**src/rtl/pct_pkg.sv**
```systemverilog
// Package for the pileup consensus table: request codes, register indexes,
// controller states and the command/status structs between controller and datapath.
// No dependencies.
package pct_pkg;

    // Default sizes of the column store
    localparam int DEF_COLUMNS     = 1024;
    localparam int DEF_COUNT_BITS  = 16;
    localparam int DEF_WEIGHT_BITS = 32;

    // Quotient bits of the support divide (integer bit plus 16 fraction bits)
    localparam int Q_BITS = 17;

    // Request codes
    localparam logic [1:0] REQ_CLEAR  = 2'd0;
    localparam logic [1:0] REQ_ADD    = 2'd1;
    localparam logic [1:0] REQ_REMOVE = 2'd2;
    localparam logic [1:0] REQ_QUERY  = 2'd3;

    // Configuration register indexes
    localparam logic [1:0] CFG_USE_QUALITY   = 2'd0;
    localparam logic [1:0] CFG_SUBJECT_BEGIN = 2'd1;
    localparam logic [1:0] CFG_SUBJECT_END   = 2'd2;
    localparam logic [1:0] CFG_COLUMN_COUNT  = 2'd3;

    typedef enum logic [2:0] {
        S_CLEAR,
        S_IDLE,
        S_UPDATE,
        S_EVAL,
        S_DIV,
        S_OUT
    } t_state;

    typedef struct packed {
        logic accept;
        logic upd_we;
        logic clr_we;
        logic eval;
        logic div_step;
        logic out_load;
    } t_cmd;

    typedef struct packed {
        logic clr_done;
        logic div_done;
        logic out_free;
    } t_sts;

endpackage

```
**src/rtl/pct_controller.sv**
```systemverilog
// Controller state machine of the pileup consensus table.
// Depends on pct_pkg for states, request codes and the command/status structs.
module pct_controller
    import pct_pkg::*;
(
    input  logic       i_clk,
    input  logic       i_rst_n,
    input  logic       i_s_tvalid,
    input  logic [1:0] i_req_type,
    input  t_sts       i_sts,
    output logic       o_s_tready,
    output t_cmd       o_cmd
);

    t_state r_state;
    t_state n_state;

    // State register; reset starts with a clearing sweep
    always_ff @(posedge i_clk) begin
        if (!i_rst_n) begin
            r_state <= S_CLEAR;
        end else begin
            r_state <= n_state;
        end
    end

    // Next state and commands
    always_comb begin
        n_state    = r_state;
        o_s_tready = 1'b0;
        o_cmd      = '0;
        unique case (r_state)
            S_CLEAR: begin
                o_cmd.clr_we = 1'b1;
                if (i_sts.clr_done) n_state = S_IDLE;
            end
            S_IDLE: begin
                o_s_tready   = 1'b1;
                o_cmd.accept = i_s_tvalid;
                if (i_s_tvalid) begin
                    unique case (i_req_type) inside
                        REQ_CLEAR:              n_state = S_CLEAR;
                        REQ_ADD, REQ_REMOVE:    n_state = S_UPDATE;
                        default:                n_state = S_EVAL;
                    endcase
                end
            end
            S_UPDATE: begin
                o_cmd.upd_we = 1'b1;
                n_state      = S_IDLE;
            end
            S_EVAL: begin
                o_cmd.eval = 1'b1;
                n_state    = S_DIV;
            end
            S_DIV: begin
                o_cmd.div_step = 1'b1;
                if (i_sts.div_done) n_state = S_OUT;
            end
            S_OUT: begin
                if (i_sts.out_free) begin
                    o_cmd.out_load = 1'b1;
                    n_state        = S_IDLE;
                end
            end
            default: n_state = S_IDLE;
        endcase
    end

endmodule

```
**config.mk**
```make
export PLATFORM = sky130hd
export DESIGN_NAME = pct_controller
export DESIGN_NICKNAME = d
export VERILOG_FILES = /design/src/rtl/pct_pkg.sv /design/src/rtl/pct_controller.sv
export SDC_FILE = /design/constraint.sdc
export NUM_CORES = 1
export LEC_CHECK = 0
export BUFFER_PORTS_ARGS = -buffer_cell sky130_fd_sc_hd__buf_2
export CAP_MARGIN = 10
export CORE_AREA = 2 2 39 41
export DETAILED_ROUTE_END_ITERATION = 10
export DIE_AREA = 0 0 41 43
export PLACE_DENSITY_LB_ADDON = 0.25
export SYNTH_ARGS = -nofsm -noshare
export SYNTH_HDL_FRONTEND = slang
export SYNTH_SLANG_ARGS = --single-unit
```
**constraint.sdc**
```tcl
create_clock -name i_clk -period 1.8 [get_ports i_clk]
set_clock_uncertainty 0.2 [all_clocks]
set_input_delay 0.54 -clock i_clk [delete_from_list [all_inputs] [get_ports i_clk]]
set_output_delay 0.54 -clock i_clk [all_outputs]
set_load 0.01 [all_outputs]
```
# Word-level counts from Yosys, hierarchy flattened
# Index checks and enable logic that the tools add are counted.
classes:
  n_reduce_logical: 4
  add_sub_neg: 0
  div_mod_pow: 0
  magnitude_cmp: 0
  shift: 0
  muxes: 14
  eq_ne: 11
  bitwise: 0
  n_mul: 0
op_table:
  columns: ["op", "n"]
  rows:
  - ["$pmux 3 s5", 1]
  - ["$mux 3", 4]
  - ["$mux 1", 8]
  - ["$ne 2x2->1 const B", 4]
  - ["$eq 3x2->1 const B", 2]
  - ["$eq 3x3->1 const B", 2]
  - ["$pmux 2 s2", 1]
  - ["$reduce_and 4->1", 1]
  - ["$eq 3x1->1 const B", 1]
  - ["$logic_not 3->1", 1]
  - ["$eq 2x1->1 const B", 1]
  - ["$eq 2x2->1 const B", 1]
  - ["$logic_not 2->1", 1]
  - ["$reduce_or 2->1", 1]
totals:
  mem_count: 0
  latchBits: 0
  ramBits: 0
  romBits: 0
  inputBits: 8
  out_inout_bits: 7
  regBits: 3
  word_cells: 30

# Longest topological paths before layout
# Gate-level depths: netlist of run 1.
depth:
  depth_word: 5
  mapped_depth: 3
  depth_no_buf: 3

# Least setup slack after synthesis of run 1
# OpenSTA, ideal clock, no wires.
synth_timing:
  path_type: "register to output"
  start: "register r_state[0]"
  end: "output port o_cmd[5] (netlist name)"
  t_arrival_ns: 0.928
  setup_slack_ns: 0.132
  required_time_ns: 1.060
  stages_incl_launch_ff: 3
  n_path_buf: 0
  cell_sequence: "dfxtp_1 nor3b_2 and2_1"
synth_rtl:
  columns: ["item", "line_no", "source"]
  rows:
  - ["from (decl)", "pct_controller.sv:15", "t_state r_state;"]
  - ["from (signal assigned)", "pct_controller.sv:23", "r_state <= n_state;"]
  - ["to (decl)", "pct_controller.sv:12", "output t_cmd o_cmd"]

==> results.json, run 1 <==
{
  "io_buffers": 14,
  "cp_max_fo": 4,
  "power_mw": 0.244,
  "finalCriticalPeriod_ps": 1810,
  "clock_latency_ps": 230,
  "use_met3": 0.0471,
  "finish.net_count": 54,
  "fin_crit_sh": 1.01,
  "fin_ws_ps": -10.2,
  "finalWirelength_um": 580,
  "grt_antenna_before_repair": 0,
  "maxCapViolCount": 0,
  "seqPwrFrac": 0.291,
  "ys_types": 15,
  "synthCells": 22,
  "holdWs_ps": 346,
  "largest_reg_flops": 3,
  "grt_first_pass_wirelength_um": 703,
  "layout.cells.most_common_list": "buf_2 (14), buf_4 (5), nor2_1 (3), clkbuf_4 (3)",
  "gp_congestion": 0.582,
  "clk_path_buf_depth": 2,
  "yosysWarnings": 0,
  "peakVddDrop_uv": 255,
  "cts_num_sinks": 3,
  "synth_nets": 30,
  "cts_tree": "built",
  "drt_pass1_iterations": 4,
  "final_area_sq_um": 364,
  "vias_per_cell": 3.98,
  "dp_hpwl_um": 408,
  "multi_input_area_sq_um": 143,
  "drive_above_1_share": 0.644,
  "crit_required_ps": 1060,
  "dp.cells": 53,
  "fmax_mhz": 552,
  "antenna_cells": 0,
  "outcome": "finished with violations",
  "cts_buffers": 3,
  "drc": 0,
  "fp.dieW_um": 41,
  "wire_per_inst_um": 9.51,
  "dieHeight_um": 43,
  "final_util": 0.263,
  "initial_core_util": 0.137,
  "grtUsageMet1": 0.0737,
  "worstMarginPinSlew_ps": 253,
  "num_vias": 243,
  "ff_latch_area_sq_um": 67.6,
  "drtIter0Drc": 2,
  "io_pins": 15,
  "root_buffer": "clkbuf_4",
  "power_frac_comb": 0.233,
  "top_register": "r_state",
  "pre_cts_slack_ps": 157,
  "reg_top3": "r_state (3)",
  "track_usage": 0.0652,
  "clockPowerShare": 0.475,
  "synth.avg_cell_area_sq_um": 8.59,
  "grt_max_degree": 8,
  "crit_path_end_kind": "primary output",
  "rows": 14,
  "overflow": 0,
  "slew_violations": 0,
  "fill_cells": 154,
  "crit_arrival_ps": 1070,
  "setup_viol": 1,
  "ant_nets": 0,
  "finalHoldViolCount": 0,
  "clk_pin_slew_worst_paths_ps": 40,
  "final_common_cell": "buf_2",
  "violations": "negative setup slack",
  "dpl_cell_area_sq_um": 287,
  "grt-busiest-layer": "met2",
  "syn_area_sq_um": 189,
  "p_int_mw": 0.184,
  "p_leak_nw": 0.186,
  "core_sq_um": 1380,
  "min_path_type": "input pin to flip-flop",
  "grt_pass1_vias": 187,
  "die_area_sq_um": 1760,
  "ys_seq_area_frac": 0.318,
  "powerDensity_nw_per_um2": 671,
  "crit_path_start_kind": "flip-flop",
  "crit_type": "flip-flop to primary output",
  "swShare": 0.248,
  "grt.met2_usage": 0.0844,
  "finalSetupTns_ps": -10.2,
  "switchingPower_mw": 0.0605,
  "relSlewSlack": 0.830,
  "htreeDepth": 1,
  "rsz0062_at_grt": "yes",
  "syn_to_final_growth_pct": 92.7,
  "synth-seq-cells": 3,
  "final_cells": 61
}
-- synthesized netlist by cell type (all sizes together) --
cell    count  share of area
nor3b       2           0.11
nor3        1          0.026
a21o        1          0.040
dfxtp       3           0.32
a21oi       2          0.053
nand2b      1          0.033
nand2       2          0.040
o21a        1          0.040
o31ai       1          0.066
mux2        1          0.079
nor2        3          0.060
nor2b       1          0.033
and2        2          0.066
o211ai      1          0.040
-- layer usage --
layer	vias up	part of all wire
met5	-	0
met4	0	0
met3	0	0.13
met2	17	0.39
met1	99	0.48
li1	127	-
-- power groups by stage --
stage               Sequential, mW  Clock [mW]  Combinational, mW
floorplan                   0.0756           0             0.0215
global placement            0.0740           0             0.0461
detailed placement          0.0741           0             0.0455
CTS                         0.0727       0.123             0.0525
global route                0.0716       0.127             0.0615
finish                      0.0711       0.116             0.0570
-- repair_timing --
action | CTS | global route
endpoints found under the setup margin | 5 | 5
endpoints found under the hold margin | 0 | 0
pin swaps | 2 | 2
hold buffers | 0 | 0
setup buffers | 2 | 2
gates resized for setup | 5 | 2
cloned | 0 | 0
-- critical path, cell delays in order, from the launching register on --
cell and delay (ps):
dfxtp_4 350, nor3b_4 220, and2_1 140, buf_2 120
-- kinds of logic after synthesis --
| group | count (synthesis) | share of synthesized area |
|---|---|---|
| simple gates | 12 | 0.364 |
| mux | 1 | 0.0794 |
| flops | 3 | 0.318 |
| compound gates | 6 | 0.238 |
-- cell type report --
type / instances / area share
multi-input cells: 19 / 0.392
flip-flops and latches: 3 / 0.186
repair buffers: 19 / 0.296
clock buffers: 4 / 0.0722
well taps: 16 / 0.0550
-- final timing paths --
kind                                 start         end  slack, ps  cells after the start
worst min register to register  r_state[2]  r_state[0]        380                      2
worst max-delay path            r_state[2]    o_cmd[5]        -10                      3
worst min-delay path               i_rst_n  r_state[2]        350                      2
worst max register to register  r_state[2]  r_state[1]        360                      4
(Power assumes the default switching activity.)
==> run 2, diff against run 1 <==
--- a/config.mk
+++ b/config.mk
@@ -5,6 +5,7 @@
 export SDC_FILE = /design/constraint.sdc
 export NUM_CORES = 1
 export LEC_CHECK = 0
+export ABC_AREA = 1
 export BUFFER_PORTS_ARGS = -buffer_cell sky130_fd_sc_hd__buf_2
 export CAP_MARGIN = 10
 export CORE_AREA = 2 2 39 41
==> constraint.sdc (replaced) <==
create_clock -name i_clk -period 1.8 [get_ports i_clk]
set_clock_uncertainty 0.2 [all_clocks]
set_input_delay 0.54 -clock i_clk [delete_from_list [all_inputs] [get_ports i_clk]]
set_output_delay 0.54 -clock i_clk [all_outputs]
set_load 0.005 [all_outputs]
==> run 2 against run 1 <==
Net effect:
- critical endpoint is now o_s_tready
- critical path type unchanged
- largest power group is now combinational logic
- via count increased by 33%
- design area grew 12%
- critical path depth unchanged
- the run now ends clean
- core utilization up 3.2 points
==> results.json, run 2 <==
{
  "reg_top3": "r_state (3)",
  "cts_num_sinks": 3,
  "dieHeight_um": 43,
  "ff2ff_path_depth": 7,
  "yosysWarnings": 0,
  "ys_top_cells_by_count": "inv_1 (7), nor2_1 (6), nand3_1 (5)",
  "rows": 14,
  "yosys.area.top_type_share": 0.208,
  "die_area_sq_um": 1760,
  "async_flop_share": 0,
  "grt_first_pass_wirelength_um": 1100,
  "cp_max_fo": 7,
  "syn_area_sq_um": 289,
  "synthAdderAreaFrac": 0,
  "finalWirelength_um": 701,
  "top_register": "r_state",
  "powerDensity_nw_per_um2": 1460,
  "fmax_mhz": 574,
  "io_pins": 15,
  "core_sq_um": 1380,
  "synthCells": 46,
  "overflow": 0,
  "vias_per_cell": 4.10,
  "cts_tree": "built",
  "finalSetupTns_ps": 0,
  "crit_path_start_kind": "flip-flop",
  "final_common_cell": "buf_2",
  "drive_above_1_share": 0.540,
  "cts_setup_buffers": 0,
  "crit_type": "flip-flop to primary output",
  "fin_crit_sh": 0.969,
  "yosys.cell_count.top_type": "inv_1",
  "peakVddDrop_uv": 395,
  "syn_to_final_growth_pct": 41.1,
  "grt_pass1_vias": 277,
  "initial_core_util": 0.209,
  "whs_path_depth": 2,
  "finalCriticalPeriod_ps": 1740,
  "clk_path_buf_depth": 2,
  "worstMarginPinSlew_ps": 184,
  "synth_flop_cell": "dfxtp_1",
  "io_buffers": 14,
  "slew_violations": 0,
  "synth.avg_cell_area_sq_um": 6.28,
  "synth-edff-count": 0,
  "num_vias": 324,
  "min_path_type": "flip-flop to flip-flop",
  "drt_pass1_iterations": 4,
  "track_usage": 0.0983,
  "drc": 0,
  "layout.cells.most_common_list": "buf_2 (14), inv_1 (7), nor2_1 (6), nand3_1 (5)",
  "synth_top_family_by_area": "simple AND/OR/NAND/NOR gates",
  "setup_viol": 0,
  "crit_required_ps": 1060,
  "holdWs_ps": 339,
  "finish.net_count": 72,
  "ys_types": 16,
  "clock_latency_ps": 230,
  "synth-xor-area-share": 0,
  "outcome": "completed",
  "fill_cells": 155,
  "grt_max_degree": 9,
  "ant_nets": 0,
  "htreeDepth": 1,
  "largest_reg_flops": 3,
  "cts_buffers": 3,
  "crit_arrival_ps": 1000,
  "synth_nets": 54,
  "synth-seq-cells": 3,
  "maxCapViolCount": 0,
  "relSlewSlack": 0.877,
  "synth_area_leaders": "dfxtp_1 (21%), inv_1 (9.1%), nand2_2 (8.7%)",
  "wire_per_inst_um": 8.87,
  "rsz0062_at_grt": "no",
  "root_buffer": "clkbuf_4",
  "antenna_cells": 0,
  "synthMuxAreaShare": 0,
  "dp_hpwl_um": 555,
  "drtIter0Drc": 6,
  "synthSimpleGateAreaFrac": 0.537,
  "fp.dieW_um": 41,
  "gp_congestion": 0.729,
  "finalHoldViolCount": 0,
  "clk_pin_slew_worst_paths_ps": 40,
  "p_leak_nw": 0.221,
  "synth-compound-area-share": 0.0866,
  "ys_seq_area_frac": 0.208,
  "synth_area_leader_cell": "dfxtp_1",
  "grt_antenna_before_repair": 0,
  "crit_path_end_kind": "primary output"
}
## run 2: cell count changes in the layout (fill, tap and decap cells not counted), moves of 3 or more
cell / change
nand3_1: +5
nor2_1: +3
nor2_4: +3
nand2_2: +4
buf_4: -5
inv_1: +7
## run 2: final cells by class
class / count / area [sq um] / area share
clock buffer: 4 / 26.3 / 0.0644
inverter: 10 / 40.0 / 0.0982
multi-input combinational: 32 / 185 / 0.454
sequential: 3 / 66.3 / 0.163
tap: 16 / 20.0 / 0.0491
timing repair buffer: 14 / 70.1 / 0.172
## run 2: cell families after synthesis
| kind of cell | Yosys count |
|---|---|
| AOI/OAI and AO/OA | 4 |
| DFF | 3 |
| buffers and inverters | 11 |
| and+or+nand+nor | 28 |
## run 2: path summary, 6_finish.rpt
path	slack [ps]	from	to
min reg2reg	340	r_state[2]	r_state[2]
max reg2reg	570	r_state[0]	r_state[2]
max	60	r_state[0]	o_s_tready
min	340	r_state[2]	r_state[2]
## run 2: per-layer routing
layer / share of wire / track usage / vias up
li1: - / - / 179
met1: 0.41 / 0.106 / 133
met2: 0.50 / 0.147 / 10
met3: 0.076 / 0.0471 / 2
met4: 0.024 / 0.0600 / 0
met5: 0 / 0 / -
## run 2: worst max-delay path: stages, from the launching register on
cell and delay (ps):
dfxtp_2 410, nand2_2 120, nor2_4 120, buf_2 130
## run 2: per-stage QoR
step                cells  setup slack, ps  total power, mW  area (sq um)   util
floorplan              46              369            0.390           289      -
global placement       75              154            0.462           368  0.266
detailed placement     75              175            0.459           368  0.266
CTS                    79             45.9            0.587           398  0.288
global route           79             1.10            0.664           408  0.295
finish                 79             56.3            0.595           408  0.295
## run 2: what timing repair did
action,4_1_cts,5_1_grt
hold buffers,0,0
setup endpoints to repair,4,5
resized for setup,3,3
## run 2: report_power, final
group          internal [mW]  switching (mW)
logic                  0.139           0.185
clock network         0.0830          0.0339
registers             0.0998          0.0542
